File: config.mk
export PLATFORM = sky130hd
export DESIGN_NAME = sarp_equ
export DESIGN_NICKNAME = d
export VERILOG_FILES = /design/src/rtl/sphere_angle_to_ring_pixel_assert.svh /design/src/rtl/sarp_pkg.sv /design/src/rtl/sarp_equ.sv
export SDC_FILE = /design/constraint.sdc
export NUM_CORES = 2
export LEC_CHECK = 0
export BUFFER_PORTS_ARGS = -buffer_cell sky130_fd_sc_hd__buf_2
export CORE_ASPECT_RATIO = 0.5
export CORE_MARGIN = 10
export CORE_UTILIZATION = 55
export CTS_CLUSTER_DIAMETER = 120
export DETAILED_ROUTE_END_ITERATION = 6
export PLACE_DENSITY = 0.83
export SLEW_MARGIN = 10
export SYNTH_ARGS = -nofsm -noshare
export SYNTH_HDL_FRONTEND = slang
export SYNTH_SLANG_ARGS = --single-unit
File: constraint.sdc
create_clock -name i_clk -period 11.61 [get_ports i_clk]
set_input_delay 0 -clock i_clk [delete_from_list [all_inputs] [get_ports i_clk]]
set_output_delay 0 -clock i_clk [all_outputs]
set_load 0.1 [all_outputs]
File: src/rtl/sphere_angle_to_ring_pixel_assert.svh
// assertion macros shared by the ring pixel pipeline modules
`ifndef SPHERE_ANGLE_TO_RING_PIXEL_ASSERT_SVH
`define SPHERE_ANGLE_TO_RING_PIXEL_ASSERT_SVH

// same-cycle implication, checked outside reset
`define SARP_ASSERT_IMP(lbl, clk, rst_n, ante, cons) \
    lbl: assert property (@(posedge clk) disable iff (!rst_n) (ante) |-> (cons)) \
        else $error("sarp check failed");

// next-cycle implication, checked outside reset
`define SARP_ASSERT_NXT(lbl, clk, rst_n, ante, cons) \
    lbl: assert property (@(posedge clk) disable iff (!rst_n) (ante) |=> (cons)) \
        else $error("sarp check failed");

`endif

File: src/rtl/sarp_pkg.sv
// shared types and constants of the ring pixel pipeline
`default_nettype none
package sarp_pkg;
    localparam int unsigned RES_W   = 14;
    localparam int unsigned Z_W     = 32;
    localparam int unsigned A_W     = 32;
    localparam int unsigned PIX_W   = 30;
    localparam int unsigned MAX_RES = 8192;
    localparam int unsigned W_W     = 30;
    localparam int unsigned ROOT_W  = 31;
    localparam int unsigned REM_W   = 33;
    localparam int unsigned SQ_STEPS = ROOT_W;
    localparam int unsigned NSQ_W   = 2 * RES_W;

    // per-item fields that ride alongside the root unit
    typedef struct packed {
        logic [PIX_W-1:0] pix_e;
        logic             eq;
        logic             north;
        logic [A_W-1:0]   a;
        logic [RES_W-1:0] n;
        logic [NSQ_W-1:0] nsq;
    } t_side;
endpackage
`default_nettype wire

File: src/rtl/sarp_equ.sv
// front stages: saturation, branch test, equatorial pixel and polar root operand
`default_nettype none
module sarp_equ
    import sarp_pkg::*;
(
    input  wire logic             i_clk,
    input  wire logic             i_rst_n,
    input  wire logic             i_en,
    input  wire logic             i_valid,
    input  wire logic [Z_W-1:0]   i_z,
    input  wire logic [A_W-1:0]   i_a,
    input  wire logic [RES_W-1:0] i_n,
    output logic                  o_valid,
    output logic [W_W-1:0]        o_w,
    output t_side                 o_side
);
    // stage 1: saturated cos theta
    logic r1_v;
    logic [Z_W-1:0] r1_z, n_z1;
    logic [A_W-1:0] r1_a;
    logic [RES_W-1:0] r1_n;

    always_comb begin
        if (!i_z[31] && (i_z > 32'h4000_0000)) begin
            n_z1 = 32'h4000_0000;
        end else if (i_z[31] && (i_z < 32'hC000_0000)) begin
            n_z1 = 32'hC000_0000;
        end else begin
            n_z1 = i_z;
        end
    end

    // stage 2: edge operands, branch flag, root operand
    logic r2_v, r2_eq, r2_north;
    logic [34:0] r2_up, r2_dn;
    logic [W_W-1:0] r2_w;
    logic [A_W-1:0] r2_a;
    logic [RES_W-1:0] r2_n;
    logic [31:0] zabs, za3, w3;
    logic [30:0] za31, dz;
    logic [33:0] z3;
    logic [36:0] base, up37, dn37;

    always_comb begin
        zabs = r1_z[31] ? (~r1_z + 32'd1) : r1_z;
        za31 = zabs[30:0];
        za3  = {za31, 1'b0} + {1'b0, za31};
        z3   = {{2{r1_z[31]}}, r1_z} + {r1_z[31], r1_z, 1'b0};
        base = {3'b000, r1_a, 2'b00} + 37'h0_8000_0000;
        up37 = base - {{3{z3[33]}}, z3};
        dn37 = base + {{3{z3[33]}}, z3};
        dz   = 31'h4000_0000 - za31;
        w3   = {dz, 1'b0} + {1'b0, dz};
    end

    // stage 3: edge line indexes
    logic r3_v, r3_eq, r3_north;
    logic [16:0] r3_jp, r3_jm;
    logic [W_W-1:0] r3_w;
    logic [A_W-1:0] r3_a;
    logic [RES_W-1:0] r3_n;
    logic [48:0] pu, pd;

    assign pu = r2_n * r2_up;
    assign pd = r2_n * r2_dn;

    // stage 4: ring number and position in ring
    logic r4_v, r4_eq, r4_north;
    logic [14:0] r4_ir, r4_ip;
    logic [W_W-1:0] r4_w;
    logic [A_W-1:0] r4_a;
    logic [RES_W-1:0] r4_n;
    logic [18:0] ir19, s19;
    logic [17:0] ipr, n4, ip18;
    logic ksh;

    always_comb begin
        ir19 = {5'b0, r3_n} + 19'd1 + {2'b0, r3_jp} - {2'b0, r3_jm};
        ksh  = ~ir19[0];
        s19  = {2'b0, r3_jp} + {2'b0, r3_jm} + {18'b0, ksh} + 19'd1 - {5'b0, r3_n};
        ipr  = s19[18:1];
        n4   = {2'b0, r3_n, 2'b00};
        ip18 = (ipr >= n4) ? (ipr - n4) : ipr;
    end

    // stage 5: offset products
    logic r5_v, r5_eq, r5_north;
    logic [27:0] r5_m1;
    logic [28:0] r5_m2;
    logic [NSQ_W-1:0] r5_nsq;
    logic [14:0] r5_ip;
    logic [W_W-1:0] r5_w;
    logic [A_W-1:0] r5_a;
    logic [RES_W-1:0] r5_n;

    // stage 6: equatorial pixel
    logic r6_v;
    t_side r6_side;
    logic [W_W-1:0] r6_w;
    logic [PIX_W-1:0] pix_e;

    assign pix_e = 30'({r5_m1, 1'b0}) + 30'({r5_m2, 2'b00}) + 30'(r5_ip);

    // valid chain
    always_ff @(posedge i_clk) begin
        if (!i_rst_n) begin
            r1_v <= 1'b0;
            r2_v <= 1'b0;
            r3_v <= 1'b0;
            r4_v <= 1'b0;
            r5_v <= 1'b0;
            r6_v <= 1'b0;
        end else if (i_en) begin
            r1_v <= i_valid;
            r2_v <= r1_v;
            r3_v <= r2_v;
            r4_v <= r3_v;
            r5_v <= r4_v;
            r6_v <= r5_v;
        end
    end

    // payload stages
    always_ff @(posedge i_clk) begin
        if (i_en) begin
            r1_z <= n_z1;
            r1_a <= i_a;
            r1_n <= i_n;

            r2_eq    <= (za3 <= 32'h8000_0000);
            r2_north <= !r1_z[31] && (r1_z != '0);
            r2_up    <= up37[34:0];
            r2_dn    <= dn37[34:0];
            r2_w     <= w3[W_W-1:0];
            r2_a     <= r1_a;
            r2_n     <= r1_n;

            r3_eq    <= r2_eq;
            r3_north <= r2_north;
            r3_jp    <= pu[48:32];
            r3_jm    <= pd[48:32];
            r3_w     <= r2_w;
            r3_a     <= r2_a;
            r3_n     <= r2_n;

            r4_eq    <= r3_eq;
            r4_north <= r3_north;
            r4_ir    <= ir19[14:0];
            r4_ip    <= ip18[14:0];
            r4_w     <= r3_w;
            r4_a     <= r3_a;
            r4_n     <= r3_n;

            r5_eq    <= r4_eq;
            r5_north <= r4_north;
            r5_m1    <= r4_n * (r4_n - 14'd1);
            r5_m2    <= (r4_ir - 15'd1) * r4_n;
            r5_nsq   <= r4_n * r4_n;
            r5_ip    <= r4_ip;
            r5_w     <= r4_w;
            r5_a     <= r4_a;
            r5_n     <= r4_n;

            r6_side.pix_e <= pix_e;
            r6_side.eq    <= r5_eq;
            r6_side.north <= r5_north;
            r6_side.a     <= r5_a;
            r6_side.n     <= r5_n;
            r6_side.nsq   <= r5_nsq;
            r6_w          <= r5_w;
        end
    end

    assign o_valid = r6_v;
    assign o_w     = r6_w;
    assign o_side  = r6_side;
endmodule
`default_nettype wire

Word level (Yosys, flattened, before mapping)

Cells that the tools add are included.

Order comparisons: 4
Muxes and demuxes: 3
Add/subtract/negate cells: 20
Multipliers: 5
Reductions and logical operators: 7
Bitwise gates (word level): 2

Operators by type and width:

| operator                                                                | number |
|---|---|
| 14-bit by 35-bit multiplier with 49-bit output                          | 2 |
| 34-bit by 32-bit adder with 35-bit output (second input constant)       | 1 |
| 35-bit by 34-bit adder with 35-bit output                               | 1 |
| 35-bit by 34-bit subtractor with 35-bit output                          | 1 |
| 32-bit by 33-bit adder with 34-bit output                               | 1 |
| 32-bit by 31-bit adder with 32-bit output                               | 1 |
| 32-bit by 31-bit > comparator with 1-bit output (second input constant) | 1 |
| 32-bit less-or-equal comparator (second input constant)                 | 1 |
| 32-bit less-than comparator (second input constant)                     | 1 |
| 32-bit two-way mux                                                      | 1 |
| 32-bit nonzero test                                                     | 1 |
| 31-bit by 1-bit adder with 31-bit output (second input constant)        | 1 |
| 31-bit two-way mux                                                      | 1 |
| 31-bit inverter                                                         | 1 |
| 29-bit by 30-bit adder with 30-bit output                               | 1 |
| 30-bit by 15-bit adder with 30-bit output                               | 1 |
| 30-bit adder                                                            | 1 |
| 1-bit by 30-bit subtractor with 30-bit output (first input constant)    | 1 |
| 15-bit subtractor                                                       | 2 |
| 14-bit by 14-bit multiplier with 28-bit output                          | 1 |
| 15-bit by 15-bit multiplier with 28-bit output                          | 1 |
| 16-bit by 15-bit multiplier with 28-bit output                          | 1 |
| 18-bit by 1-bit adder with 19-bit output                                | 1 |
| 19-bit by 1-bit adder with 19-bit output (second input constant)        | 1 |
| other kinds (12)                                                        | 15 |

Flip-flop bits (word level): 765
Output and inout port bits: 137

Logic depth before layout (Yosys ltp)

Word-level depth: 9
Depth in mapped cells: 33
Depth with buffers taken out: 30

Least setup slack after synthesis

Ideal clock, no wire load.

Kind: flip-flop to flip-flop
Start: register r4_n[0]
End: register r5_m1[26] (data pin)
Arrival time: 8,219 ps
Slack: 3,133 ps
Stages on the path, launching flop included: 31
Setup time: 257 ps
Data required time: 11,353 ps
Path through: edfxtp_1 inv_1 clkbuf_1 ha_1 inv_1 or3_4 or3_4 or3_4 or3_4 or3_1 buf_6 ha_1 clkbuf_1 nor2_1 fa_1 inv_1 fa_1 fa_1 fa_1 fa_1 fa_1 inv_1 ha_1 or3_1 o21ai_0 a211o_1 a311oi_1 o21a_1 o21a_1 o41a_1 xor2_1

Word-level cells in the longest chain between the ends: 2

Ends and longest elaborated chain:

| item                                             | line            | source |
|---|---|---|
| start: declaration                               | sarp_equ.sv:72  | `logic [RES_W-1:0] r4_n;` |
| start signal: assignment                         | sarp_equ.sv:152 | `r4_n <= r3_n;` |
| 14-bit by 1-bit subtractor with 15-bit output    | sarp_equ.sv:156 | `r5_m1 <= r4_n * (r4_n - 14'd1);` |
| 15-bit by 15-bit multiplier with 28-bit output * | sarp_equ.sv:156 |  |
| end signal: assignment                           | sarp_equ.sv:156 |  |
| end: declaration                                 | sarp_equ.sv:88  | `logic [27:0] r5_m1;` |

Mark *: on every way between the ends. The rest lies on a longest branch, timed or not.
A chain may end at the register's enable or synchronous reset.

Worst setup path after layout

Start: register r4_n[0]
End: register r5_m1[27] (data pin)

Same word-level chain as after synthesis.

==> results.cfg <==
[floorplan]
rows = 102
core_area_um2 = 155100
die_h_um = 299.7
die_w_um = 579.4
initial_utilization = 0.5550
dieArea_um2 = 173700
ios = 219

[routing]
avgViaCountPerCell = 5.564
drc_errors = 0
drtPass1Iterations = 7
wl_per_cell_um = 19.59
drt_iter0_drc = 4372
antenna_left = 0
wirelength_um = 207900
vias = 59060

[global_routing]
met2_usage = 0.4045
grt_pass1_wl_um = 336100
grtUsageMet1 = 0.3090
gr-total-overflow = 0
top_usage_layer = met2
grt_pass1_vias = 63300
use_met3 = 0.05911
antenna_found_initial = 8
grt_max_degree = 185
gr-usage-all-layers = 0.2421

[clocking]
post_cts_resized = 0
root_buffer = clkbuf_16
clock_sinks = 758
clkTransAtPathRegs_ns = 0.07
cts_tree = yes
cts_inserted_buffers = 74
htreeDepth = 3
clock_latency_ns = 0.71
clockBufferDepth = 3

[synth]
synthFlopType = edfxtp_1
synth.most_common_cell = inv_1
postSynthAreaPerCell_um2 = 10.39
yosysTopAreaCellShare = 0.3036
netlist_area_um2 = 86060
synthCells = 8279
async_flop_share = 0
synth_edf_count = 752
yosysWarningCount = 0
ys_seq_area_frac = 0.2638
synth_nets = 10470
synth_seq_cells = 758
yosys.cell_types.count = 83
yosys-top-cells-area = fa_1, edfxtp_1, ha_1
yosysTopAreaCell = fa_1
synth.top_cells.by_count = inv_1, fa_1, nand2_1, ha_1, edfxtp_1

[timing]
setup_viol = 0
worstMarginPinSlew_ns = 1.198
rsz0062_at_grt = no
max_slew_margin = 0.1988
skew_ns = 0.03770
tns_ns = 0
finalHoldViolations = 0
finalMaxSlewViolations = 0
post-route-min-period_ns = 8.957
min_period_over_period = 0.7715
max_freq_mhz = 111.7

[hold_path]
hp-class = in2reg

[worst_setup_path]
cp.arrival_ns = 9.37
critPathMaxFanout = 32
worst-path-buf-inv = 5
max_stage_delay_ns = 0.55
crit_path_start_kind = flop
end_kind = flop
cp_top_family = adder cells
required_ns = 12.03
slowest_stage = ha_1
crit_top_cell = fa_1
criticalPathCategory = reg2reg

[layout]
layout.nets = 10670
area_growth_pct = 8.204
drive_gt1_frac = 0.05240
largest_reg_flops = 104

[place]
dpl.hpwl_um = 155400
place_congestion = 0.9418
io_buffers = 217

[flow_run]
max-cap-violations = 0

[run_status]
status = finished, final reports clean
[layout make-up]
type | instances | area [um2]
fill | 12180 | 61940
multi-input combinational | 5539 | 55890
sequential | 758 | 22700
inverter | 1683 | 6317
timing repair buffer | 416 | 2958
tap | 2080 | 2603
clock buffer | 79 | 1892
clock inverter | 56 | 750.7
antenna | 3 | 7.507
[worst reg2reg max path: cells and delay by family (launching register included)]
kind	cells	cell delay, ns
simple gates	9	2.12
xor+xnor	1	0.13
buf+inv	5	0.89
flops	1	0.36
compound gates	6	1.42
fa+ha+maj	8	3.77
[logic make-up after synthesis]
kind of cell / share of synthesized area
AO/OA/AOI/OAI: 0.05904
XOR/XNOR: 0.03857
adder cells (fa/ha/maj): 0.4210
buffers and inverters: 0.08677
flip-flops: 0.2638
multiplexers: 0.003373
other: 0.00004357
AND/OR/NAND/NOR: 0.1274
[cell usage in the layout, fill, tap and decap left out, drive strengths merged, types with 77 or more instances in the layout]
master	count
inv	1699
fa	1305
nand2	862
ha	808
edfxtp	752
and2	530
nor2	326
buf	284
xnor2	283
a21oi	233
o21ai	140
dlygate4sd3	132
nand2b	118
a21o	97
nor2b	96
xor2	96
clkbuf	79
nor3	77
[path summary, 6_finish.rpt]
check                start    endpoint  slack, ns  cells past startpoint
hold / removal     i_a[11]    r1_a[11]       0.02                      2
setup reg to reg   r4_n[0]   r5_m1[27]       2.65                     29
hold reg to reg   r5_a[30]  o_side[72]       0.41                      0
setup / recovery   r4_n[0]   r5_m1[27]       2.65                     29
[metrics by stage]
| stage | util | setup slack, ns | cell area (um2) | hold slack (ns) | instances |
|---|---|---|---|---|---|
| global route | 0.6005 | 2.237 | 93120 | 0.004302 | 10610 |
| detailed placement | 0.5749 | 2.767 | 89150 | 0.1781 | 10340 |
| floorplan | - | 3.133 | 86060 | 0.09887 | 8279 |
| global placement | 0.5749 | 2.895 | 89150 | 0.1763 | 10340 |
| finish | 0.6005 | 2.653 | 93120 | 0.02277 | 10610 |
| CTS | 0.6005 | 2.749 | 93110 | 0.001994 | 10610 |
[routing by layer]
| metal | up-vias | wire length, um |
|---|---|---|
| met5 | - | 57 |
| met4 | 8 | 7981 |
| met3 | 576 | 19530 |
| met2 | 2611 | 98250 |
| met1 | 29480 | 82110 |
| li1 | 26390 | - |
[timing repair]
item,in CTS,in global routing
hold endpoints to repair,163,0
hold buffers,132,0
setup buffers,0,0
Power is left out: the tool's default activity adds up to more than one toggle a clock period on the data nets, which glitch-free logic cannot reach.
