==> src/rtl/sphere_angle_to_ring_pixel_assert.svh <==
// assertion macros shared by the ring pixel pipeline modules
`ifndef SPHERE_ANGLE_TO_RING_PIXEL_ASSERT_SVH
`define SPHERE_ANGLE_TO_RING_PIXEL_ASSERT_SVH

// same-cycle implication, checked outside reset
`define SARP_ASSERT_IMP(lbl, clk, rst_n, ante, cons) \
    lbl: assert property (@(posedge clk) disable iff (!rst_n) (ante) |-> (cons)) \
        else $error("sarp check failed");

// next-cycle implication, checked outside reset
`define SARP_ASSERT_NXT(lbl, clk, rst_n, ante, cons) \
    lbl: assert property (@(posedge clk) disable iff (!rst_n) (ante) |=> (cons)) \
        else $error("sarp check failed");

`endif

==> src/rtl/sarp_pkg.sv <==
// shared types and constants of the ring pixel pipeline
`default_nettype none
package sarp_pkg;
    localparam int unsigned RES_W   = 14;
    localparam int unsigned Z_W     = 32;
    localparam int unsigned A_W     = 32;
    localparam int unsigned PIX_W   = 30;
    localparam int unsigned MAX_RES = 8192;
    localparam int unsigned W_W     = 30;
    localparam int unsigned ROOT_W  = 31;
    localparam int unsigned REM_W   = 33;
    localparam int unsigned SQ_STEPS = ROOT_W;
    localparam int unsigned NSQ_W   = 2 * RES_W;

    // per-item fields that ride alongside the root unit
    typedef struct packed {
        logic [PIX_W-1:0] pix_e;
        logic             eq;
        logic             north;
        logic [A_W-1:0]   a;
        logic [RES_W-1:0] n;
        logic [NSQ_W-1:0] nsq;
    } t_side;
endpackage
`default_nettype wire

==> src/rtl/sarp_obuf.sv <==
// two-entry output buffer that decouples the pipeline from the result stall
`default_nettype none
module sarp_obuf
    import sarp_pkg::*;
(
    input  wire logic             i_clk,
    input  wire logic             i_rst_n,
    input  wire logic             i_push,
    input  wire logic [PIX_W-1:0] i_data,
    output logic                  o_full,
    output logic                  o_tvalid,
    input  wire logic             i_tready,
    output logic [PIX_W-1:0]      o_tdata
);
`include "sphere_angle_to_ring_pixel_assert.svh"
    logic [1:0] r_count, n_count;
    logic [PIX_W-1:0] r_d0, r_d1, n_d0, n_d1;
    logic pop;

    assign pop = (r_count != 2'd0) && i_tready;

    // slot update
    always_comb begin
        n_count = r_count;
        n_d0    = r_d0;
        n_d1    = r_d1;
        case (r_count)
            2'd0: begin
                if (i_push) begin
                    n_d0    = i_data;
                    n_count = 2'd1;
                end
            end
            2'd1: begin
                if (i_push && pop) begin
                    n_d0 = i_data;
                end else if (i_push) begin
                    n_d1    = i_data;
                    n_count = 2'd2;
                end else if (pop) begin
                    n_count = 2'd0;
                end
            end
            2'd2: begin
                if (pop) begin
                    n_d0    = r_d1;
                    n_count = 2'd1;
                end
            end
            default: begin
                n_count = 2'd0;
            end
        endcase
    end

    always_ff @(posedge i_clk) begin
        if (!i_rst_n) begin
            r_count <= 2'd0;
        end else begin
            r_count <= n_count;
        end
    end

    always_ff @(posedge i_clk) begin
        r_d0 <= n_d0;
        r_d1 <= n_d1;
    end

    assign o_full   = (r_count == 2'd2);
    assign o_tvalid = (r_count != 2'd0);
    assign o_tdata  = r_d0;

    `SARP_ASSERT_IMP(a_no_push_full, i_clk, i_rst_n, i_push, r_count != 2'd2)
    `SARP_ASSERT_IMP(a_count_range, i_clk, i_rst_n, 1'b1, r_count != 2'd3)
    `SARP_ASSERT_NXT(a_count_up, i_clk, i_rst_n, i_push && !pop,
        r_count == 2'($past(r_count) + 2'd1))
endmodule
`default_nettype wire

==> config.mk <==
export PLATFORM = sky130hd
export DESIGN_NAME = sarp_obuf
export DESIGN_NICKNAME = d
export VERILOG_FILES = /design/src/rtl/sarp_pkg.sv /design/src/rtl/sarp_obuf.sv
export VERILOG_INCLUDE_DIRS = /design/src /design/src/rtl
export SDC_FILE = /design/constraint.sdc
export NUM_CORES = 1
export LEC_CHECK = 0
export BUFFER_PORTS_ARGS = -buffer_cell sky130_fd_sc_hd__buf_2
export CORE_MARGIN = 1.5
export CORE_UTILIZATION = 46
export DETAILED_ROUTE_END_ITERATION = 7
export PLACE_DENSITY = 0.8
export SLEW_MARGIN = 40
export SYNTH_ARGS = -nofsm -noshare
export SYNTH_HDL_FRONTEND = slang
export SYNTH_SLANG_ARGS = --single-unit
export TNS_END_PERCENT = 30
==> constraint.sdc <==
create_clock -name i_clk -period 3.4 [get_ports i_clk]
set_input_delay 0.68 -clock i_clk [delete_from_list [all_inputs] [get_ports i_clk]]
set_output_delay 0.68 -clock i_clk [all_outputs]
set_load 0.02 [all_outputs]
# Word-level counts from Yosys, hierarchy flattened
# Index checks and enable logic that the tools add are counted.
dict set report word_totals {
  regBits 62
  input_bits 34
  out_inout_bits 32
  wordCells 29
}
dict set report op_classes {
  n_eq_ne 7
  muxes 10
  n_bitwise 1
  n_reduce_logical 8
}
# op count
set ops {}
lappend ops {{$mux 30} 3}
lappend ops {{$pmux 30 s3} 1}
lappend ops {{$mux 2} 5}
lappend ops {{$reduce_and 4->1} 2}
lappend ops {{$ne 2x2->1 const B} 3}
lappend ops {{$pmux 2 s3} 1}
lappend ops {{$ne 3x3->1 const B} 1}
lappend ops {{$reduce_and 3->1} 1}
lappend ops {{$reduce_bool 3->1} 1}
lappend ops {{$eq 2x1->1 const B} 1}
lappend ops {{$eq 2x2->1 const B} 1}
lappend ops {{$logic_and 1x1->1} 2}
lappend ops {{$logic_not 2->1} 1}
lappend ops {{$ne 2x1->1 const B} 1}
lappend ops {{$reduce_bool 2->1} 1}
lappend ops {{$not 1->1} 1}

# Depth between registers and ports, before layout
# Gate-level depths: netlist of run 1.
dict set report logic_depth {
  ltp_word 6
  ltp_mapped 5
  ltp_nobuf 3
}

# Worst setup path before layout of run 1
# No wires, ideal clock.
dict set report synth_timing {
  path_kind {input -> register}
  start {input i_tready}
  end {register r_d0[0] (netlist: o_tdata[0]), enable pin}
  setup_time_ns 0.459
  arrival_time_ns 2.888
  t_required_ns 2.941
  slack_ns 0.053
  cell_stages 2
  path_buffers 0
  cell_sequence {nand2_1 > o21ai_0}
}
dict set report synth_via {
  elab_chain_len 4
  word_cells_on_any_way 5
  classes_between {eq/ne: 2; reduce/logical: 3}
}
# element line
set synth_rtl {}
lappend synth_rtl {{start: declaration} sarp_obuf.sv:12} ;# input wire logic i_tready,
lappend synth_rtl {{$logic_and 1x1->1 *} sarp_obuf.sv:20} ;# assign pop = (r_count != 2'd0) && i_tready;
lappend synth_rtl {{$logic_and 1x1->1} sarp_obuf.sv:35} ;# if (i_push && pop) begin
lappend synth_rtl {{$ne 2x2->1 (no source line)} n/a}
lappend synth_rtl {{$reduce_and 4->1 (no source line) *} n/a}
lappend synth_rtl {{end signal: assignment} sarp_obuf.sv:65} ;# r_d0 <= n_d0;
lappend synth_rtl {{end: declaration} sarp_obuf.sv:17} ;# logic [PIX_W-1:0] r_d0, r_d1, n_d0, n_d1;
# Mark *: on every way between the ends. The rest lies on a longest branch, timed or not.
# A chain may end at the register's enable or synchronous reset.

# Final worst setup path of run 1
dict set report layout_timing {
  start {register r_count[1]}
  end {output o_full}
}
dict set report layout_via {
  elab_chain_len 1
}
# element line
set layout_rtl {}
lappend layout_rtl {{start: declaration} sarp_obuf.sv:16} ;# logic [1:0] r_count, n_count;
lappend layout_rtl {{start signal: assignment} sarp_obuf.sv:60} ;# r_count <= n_count;
lappend layout_rtl {{$eq 2x2->1} sarp_obuf.sv:69} ;# assign o_full = (r_count == 2'd2);
lappend layout_rtl {{end: declaration} sarp_obuf.sv:10} ;# output logic o_full,
# No other way between the ends.

==> results of run 1 <==
[routing by layer]
metal | GRT usage, % | vias to the layer above
met5 | 0 | -
met4 | 10.1 | 0
met3 | 4.50 | 9
met2 | 23.9 | 45
met1 | 17.7 | 573
li1 | - | 573
[through the flow]
stage,setup WS [ns],area (um^2)
final,1.17,3040
after global routing,1.07,3040
after CTS,1.15,3040
after detailed placement,1.16,2830
after global placement,1.23,2810
after floorplan,0.0534,2440
[area by class of cell]
| cell class | instances | share of cell area (%) |
|---|---|---|
| clock buffers | 9 | 4.07 |
| flip-flops and latches | 62 | 60.6 |
| multi-input cells | 42 | 17.9 |
| clock inverters | 7 | 2.92 |
| repair buffers | 68 | 11.7 |
| well taps | 70 | 2.88 |
[path summary, 6_finish.rpt]
| path | to | start | slack [ns] | depth (start not counted) |
|---|---|---|---|---|
| setup reg to reg | o_tdata[0] | r_count[1] | 1.43 | 3 |
| hold reg to reg | o_tdata[15] | r_d1[15] | 0.55 | 1 |
| hold / removal | r_count[1] | i_tready | 0.54 | 2 |
| setup / recovery | o_full | r_count[1] | 1.17 | 2 |
[worst reg2reg max path, cell delays in order (launching register included)]
cell     delay [ns]
dfxtp_1        0.39
nor2b_4        0.56
buf_4          0.43
mux2_4         0.35
[report_power, final]
part	internal [mW]	switching [mW]	leakage, nW
Combinational	0.0669	0.0798	0.506
Clock	0.407	0.269	0.103
Sequential	0.880	0.00981	0.579
Total	1.35	0.359	1.19
[sequential cells by signal, summed over array words and instances (netlist names)]
register	count
r_d1	30
r_count	2
o_tdata	30
[cell families (layout without fill, tap and decap cells)]
family / count (synthesis) / after routing
AOI/OAI and AO/OA: 4 / 4
muxes: 30 / 30
buffers and inverters: 4 / 84
DFF: 62 / 62
and+or+nand+nor: 8 / 8
[Yosys cell counts]
| library cell | n | area [um^2] |
|---|---|---|
| edfxtp_1 | 60 | 1800 |
| or2_2 | 1 | 6.26 |
| nor2b_1 | 2 | 12.5 |
| o21ai_0 | 1 | 5.00 |
| dfxtp_1 | 2 | 40.0 |
| mux2_2 | 2 | 22.5 |
| nand2_1 | 2 | 7.51 |
| nor2b_2 | 1 | 8.76 |
| buf_12 | 3 | 60.1 |
| nand2b_1 | 1 | 6.26 |
| a21oi_1 | 1 | 5.00 |
| a21boi_1 | 1 | 7.51 |
| mux2_4 | 28 | 420 |
| buf_6 | 1 | 11.3 |
| nor3b_2 | 1 | 12.5 |
| o32a_1 | 1 | 10.0 |
==> metrics, run 1 <==
final setup vio count=0; Die Y=75.8 um; Distinct cells, synth=16; core area=0.00511 mm^2; Power Density=563 mW/mm^2; simple-gate area share of the yosys netlist=2.21%; gr usage total=15.1%; commonest non-fill, non-tap cell in the layout=buf_2; top routing layer in use=met4; drc violations=0; Adder-Cell Fraction of Synth Area=0%; vias in the first global route=1256; Max Clk Rate=0.448 GHz; fin nets=217; Final HPWL DP=2.65 mm; Routed Antenna Nets=0; grt ovf=0; area of the multi-input gates=543 um^2; antenna violations before repair=0; final hold slack=0.540 ns; final core occ=59.5%; Antenna Diode Count=0; hold crit path type=in -> reg; skew final=0.00315 ns; Worst VDD drop=0.314 mV; CP top delay family=simple AND/OR/NAND/NOR gates; Post-Synth XOR/XNOR Area=0%; Synth warnings=0; hold buffer count at cts=0; CTS Buf Count=9; CTS tree=done; CP Launch Type=register; syn avg cell area=22.6 um^2; period utilization=65.6%; clk_lat worst skew=0.33 ns; vias=1200; crit path time final=2.23 ns; Rows=26; die width=75.8 um; P&R area growth vs syn=24.7%; gpl congestion=0.716; CTS max path bufs=2; largest stage delay on the critical path=0.56 ns; relative slew slack=59.4%; Initial DRT Pass Iterations=3; first-pass GRT wire length=5.98 mm; CTS sink count=62; Filler cells=404; Final Hold Fails=0; RSZ-0062 raised after global routing=false; type of the worst setup path=reg -> out; Clock transition at path regs=0.07 ns; CP Data Required Time=2.72 ns; synthesis-stage register bit count=62; Arrival @ worst endpoint=1.55 ns; number of DRC markers in iteration 0=48; multiplexer share of the synthesized area=18.2%; proportion of layout cells with a drive suffix above 1=62.8%; Layout Cells excl Fill=258; IO Port Bufs=65; maximum level of the CTS H-tree=3; leakage dissipation=1.19 nW; MaxCap Viol Count=0; Avg Vias per Cell=4.65; Slew Viols, Final=0; Worst Path Buf+Inv=1; CP max FO=16; status=complete, no violations; Post-CTS Setup Bufs=0; Metal-1 WL=1.62 mm; Power, Total=1.71 mW; CP cell instances=nor2b_4 -> buf_2; commonest cells after routing, fill and taps aside=buf_2 (65), edfxtp_1 (60), mux2_4 (28), clkbuf_8 (9); largest net degree at the start of global routing=21; total wire length=3.75 mm; CTS Root Cell=clkbuf_8; syn_nets=142; Post-Synthesis Cells=108; die area=0.00574 mm^2; synthesized area=0.00244 mm^2; slowest library cell on the worst path=nor2b_4; initial core utilization=47.7%; register area=0.00184 mm^2; slew of the pin with the lowest slew margin=0.607 ns; post-cts resize count=0; Seq/Total Area, Yosys=75.6%; largest family of logic cells by synthesized area=multiplexers; met2 WL post-DR=1.85 mm; type of element capturing the critical path=primary output; I/O Pins=66; Avg WL per Cell=14.5 um; Post-Place Cells=242; setup_tns=0 ns; met3 WL=197 um; Compound-Gate Fraction of Synth Area=1.13%
Power figures use the tool's default switching activity.
==> run 2, diff against run 1 <==
==> constraint.sdc (replaced) <==
create_clock -name i_clk -period 2 [get_ports i_clk]
set_input_delay 0.4 -clock i_clk [delete_from_list [all_inputs] [get_ports i_clk]]
set_output_delay 0.4 -clock i_clk [all_outputs]
set_load 0.02 [all_outputs]
==> run 2 against run 1 <==
Effect of this change: design area fell by 0.95%; highest routed layer unchanged; die area did not move; critical path type unchanged; critical path depth unchanged; register-to-register slack got worse by 1.1 ns; clock skew about the same.
==> metrics, run 2 (synthesized netlist as in run 1, its figures left out) <==
first-pass GRT wire length=5.98 mm (+0.12%); Initial DRT Pass Iterations=4 (+1); core area=0.00511 mm^2 (unchanged); type of element capturing the critical path=primary output; post-cts resize count=0 (unchanged); Layout Cells excl Fill=260 (+0.78%); die width=75.8 um (unchanged); Final Hold Fails=0 (unchanged); gpl congestion=0.690 (-3.6%); Final HPWL DP=2.83 mm (+6.9%); Avg WL per Cell=14.9 um (+2.5%); antenna violations before repair=0 (unchanged); commonest non-fill, non-tap cell in the layout=buf_2; maximum level of the CTS H-tree=3 (unchanged); dpl cell area=0.00286 mm^2 (+1.2%); switching power share of the total=21.5% (+0.56 points); hold crit path type=in -> reg; relative slew slack=79.1% (+20 points); status=complete, no violations; grt ovf=0 (unchanged); I/O Pins=66 (unchanged); NetSw=0.565 mW (+57%); proportion of layout cells with a drive suffix above 1=60.5% (-2.2 points); Routed Antenna Nets=0 (unchanged); CP Launch Type=register; type of the worst setup path=reg -> out; total wire length=3.87 mm (+3.3%); Post-CTS Setup Bufs=0 (unchanged); design area=0.00301 mm^2 (-0.95%); clk_lat worst skew=0.32 ns (about the same); final setup vio count=0 (unchanged); largest net degree at the start of global routing=25 (+19%); Power Density=872 mW/mm^2 (+55%); Worst VDD drop=0.376 mV (+20%); MaxCap Viol Count=0 (unchanged); crit path time final=1.68 ns; drc violations=0 (unchanged); P&R area growth vs syn=23.6%; CTS Buf Count=9 (unchanged); final core occ=59.0% (-0.56 points); number of DRC markers in iteration 0=86 (+79%); clock network power share=32.6% (-6.9 points); Slew Viols, Final=0 (unchanged); CTS Root Cell=clkbuf_8; CTS tree=done; Antenna Diode Count=0 (unchanged); Comb power frac=9.8% (+1.2 points); vias=1186 (-1.2%); vias in the first global route=1228 (-2.2%); Clock transition at path regs=0.06 ns (about the same); hold buffer count at cts=0 (unchanged); skew final=0.00348 ns (+0.000322 ns); Power, Total=2.62 mW (+53%); initial core utilization=47.7% (unchanged); Arrival @ worst endpoint=1.28 ns (-0.27 ns); die area=0.00574 mm^2 (unchanged); Die Y=75.8 um (unchanged); CTS sink count=62 (unchanged); sequential power share=57.7% (+5.7 points); CP Data Required Time=1.60 ns (-1.12 ns); Post-Place Cells=244 (+0.83%); Filler cells=419 (+3.7%); slew of the pin with the lowest slew margin=0.312 ns (-0.295 ns); IO Port Bufs=65 (unchanged); RSZ-0062 raised after global routing=false; gr usage total=15.1% (+0.062 points); setup_tns=0 ns (unchanged); Avg Vias per Cell=4.56 (-1.9%); period utilization=84.2%; Max Clk Rate=0.594 GHz; CP max FO=8 (-8); CTS max path bufs=2 (unchanged); leakage dissipation=1.18 nW (-0.94%); cell internal pwr=2.06 mW (+52%); commonest cells after routing, fill and taps aside=buf_2 (65), edfxtp_1 (60), mux2_4 (28), clkbuf_8 (9), clkbuf_1 (5); fin nets=219 (+0.92%); Rows=26 (unchanged)
-- run 2: final cells by class --
type,instances,area (um^2),share of cell area (%)
Sequential cell,62,1840,61.2
Multi-Input combinational cell,42,543,18.0
Timing Repair Buffer,70,388,12.9
Clock buffer,14,143,4.74
Tap cell,70,87.6,2.91
Clock inverter,2,8.76,0.291
-- run 2: path summary, 6_finish.rpt --
| kind | startpoint | endpoint | slack (ns) | cells after the start |
|---|---|---|---|---|
| worst max-delay path | r_count[1] | o_full | 0.32 | 2 |
| worst min-delay path | i_data[3] | r_d1[3] | 0.27 | 1 |
| worst max register to register | r_count[1] | o_tdata[23] | 0.33 | 3 |
| worst min register to register | r_d1[29] | o_tdata[29] | 0.55 | 1 |
-- run 2: critical path: stages, from the launching register on --
cell	delay, ns
dfxtp_1	0.39
nor2b_4	0.35
buf_2	0.23
-- run 2: stage by stage --
step	setup WS, ns	hold slack, ns
5_1_grt	0.224	0.254
6_report	0.316	0.271
2_1_floorplan	0.169	0.470
3_3_place_gp	0.427	0.529
4_1_cts	0.289	0.256
3_5_place_dp	0.323	0.533
-- run 2: power by group through the flow --
| stage | sequential [mW] | combinational, mW | clock [mW] |
|---|---|---|---|
| floorplan | 1.60 | 0.0970 | 0 |
| global placement | 1.54 | 0.251 | 0 |
| global route | 1.52 | 0.278 | 0.939 |
| CTS | 1.51 | 0.261 | 0.884 |
| finish | 1.51 | 0.257 | 0.854 |
| detailed placement | 1.54 | 0.261 | 0 |
-- run 2: layer usage --
| layer | share of wire, % | routed length, um | track usage (%) |
|---|---|---|---|
| met5 | 0 | 0 | 0 |
| met3 | 6.0 | 232 | 3.84 |
| met1 | 42 | 1640 | 18.0 |
| met2 | 50 | 1930 | 23.7 |
| met4 | 1.8 | 70 | 11.3 |
==> run 3, diff against run 2 <==
==> constraint.sdc (replaced) <==
create_clock -name i_clk -period 1.4 [get_ports i_clk]
set_input_delay 0.28 -clock i_clk [delete_from_list [all_inputs] [get_ports i_clk]]
set_output_delay 0.28 -clock i_clk [all_outputs]
set_load 0.02 [all_outputs]
==> run 3 against run 2 <==
Effect of this change: critical path type is now reg -> reg; the run now ends with setup timing left; routed wire length rose by 12%; utilization is 2.9 points higher; clock power is 46% higher; via count increased by 6.9%.
==> metrics, run 3 (synthesized netlist as in run 1, its figures left out) <==
fin nets=225 (+2.7%); vias in the first global route=1297 (+5.6%); leakage dissipation=1.24 nW (+5.5%); CTS sink count=62 (unchanged); relative slew slack=86.2% (+7.1 points); Final HPWL DP=2.95 mm (+4.4%); Clock transition at path regs=0.06 ns (about the same); initial core utilization=47.7% (unchanged); type of the worst setup path=reg -> reg; CTS max path bufs=2 (unchanged); Avg Vias per Cell=4.77 (+4.5%); CTS Root Cell=clkbuf_8; Filler cells=387 (-7.6%); gr usage total=16.2% (+1.0 points); setup_tns=-0.122 ns (-0.122 ns); Power Density=1210 mW/mm^2 (+39%); Worst VDD drop=0.498 mV (+33%); antenna violations before repair=0 (unchanged); commonest cells after routing, fill and taps aside=buf_2 (63), edfxtp_1 (60), mux2_4 (30), clkbuf_8 (9), buf_12 (6); slew of the pin with the lowest slew margin=0.206 ns (-0.106 ns); Rows=26 (unchanged); failing checks=setup timing; CTS tree=done; period utilization=101%; skew final=0.00725 ns (+0.00378 ns); Arrival @ worst endpoint=1.50 ns (+0.22 ns); total wire length=4.33 mm (+12%); path depth of the worst reg2reg path=4 (+1); register area=0.00185 mm^2 (+0.27%); gpl congestion=0.668 (-3.2%); hold crit path type=in -> reg; dpl cell area=0.00293 mm^2 (+2.3%); first-pass GRT wire length=6.22 mm (+3.9%); number of DRC markers in iteration 0=59 (-31%); grt ovf=0 (unchanged); crit path time final=1.42 ns; die width=75.8 um (unchanged); drc violations=0 (unchanged); maximum level of the CTS H-tree=3 (unchanged); Antenna Diode Count=0 (unchanged); Power, Total=3.82 mW (+46%); area of the multi-input gates=558 um^2 (+2.8%); Max Clk Rate=0.707 GHz; CP max FO=18 (+10); status=complete, but fails checks; CP Data Required Time=1.48 ns (-0.12 ns); Initial DRT Pass Iterations=4 (unchanged); RSZ-0062 raised after global routing=true; Die Y=75.8 um (unchanged); Worst Hold Depth=2 (+1); largest stage delay on the critical path=0.37 ns (-0.02 ns); final hold slack=0.139 ns (-0.133 ns); I/O Pins=66 (unchanged); final setup vio count=16 (+16); most used cell, CP=buf_12; largest net degree at the start of global routing=19 (-24%); Final Hold Fails=0 (unchanged); Avg WL per Cell=16.3 um (+9.2%); hold buffer count at cts=0 (unchanged); clk_lat worst skew=0.33 ns (about the same); core area=0.00511 mm^2 (unchanged); commonest non-fill, non-tap cell in the layout=buf_2; vias=1268 (+6.9%); type of element capturing the critical path=register; design area=0.00316 mm^2 (+4.9%); MaxCap Viol Count=0 (unchanged); P&R area growth vs syn=29.7%; slowest library cell on the worst path=dfxtp_4; Slew Viols, Final=0 (unchanged); CTS Buf Count=9 (unchanged); Routed Antenna Nets=0 (unchanged); die area=0.00574 mm^2 (unchanged); IO Port Bufs=65 (unchanged); CP Launch Type=register; PnR worst setup slack=-0.0154 ns (-0.331 ns); CP cell instances=nor2b_4 -> buf_12 -> buf_12 -> mux2_4; proportion of layout cells with a drive suffix above 1=63.3% (+2.7 points)
==> run 3: repair_timing <==
action,in CTS,in global routing
gates cloned,0,1
resized for setup,6,5
setup endpoints to repair,12,56
setup buffers,2,0
==> run 3: cell type report <==
cell class	instances	area share, %
sequential	62	58.4
multi-input combinational	42	17.7
timing repair buffer	76	16.3
clock buffer	14	4.51
tap	70	2.77
clock inverter	2	0.277
==> run 3: critical path: cells and delay by family, from the launching register on <==
family	cells	cell delay [ns]
buf+inv	2	0.29
flops	1	0.37
mux	1	0.32
simple gates	1	0.19
==> run 3: metal layers <==
| metal | vias to the layer above | track usage, % | part of all wire (%) |
|---|---|---|---|
| met4 | 0 | 12.3 | 3.6 |
| li1 | 591 | - | - |
| met2 | 50 | 24.3 | 49 |
| met5 | - | 0 | 0 |
| met3 | 11 | 6.88 | 7.1 |
| met1 | 616 | 18.2 | 41 |
==> run 3: worst paths after layout <==
check / startpoint / end / slack, ns
setup / recovery: r_count[1] / o_tdata[2] / -0.02
hold / removal: i_tready / r_count[1] / 0.14
setup reg to reg: r_count[1] / o_tdata[2] / -0.02
hold reg to reg: r_d1[7] / o_tdata[7] / 0.55
==> run 3: power breakdown <==
| group | switching, mW | total [mW] | internal [mW] |
|---|---|---|---|
| Combinational | 0.214 | 0.411 | 0.197 |
| Sequential | 0.0227 | 2.16 | 2.14 |
| Clock | 0.613 | 1.25 | 0.637 |
==> run 3: stage by stage <==
stage,instances,setup WS (ns),utilization [%]
floorplan,108,-0.0773,-
global placement,247,0.0596,57.3
detailed placement,247,-0.00436,57.3
CTS,265,-0.0132,61.1
global route,266,-0.0511,61.9
finish,266,-0.0154,61.9
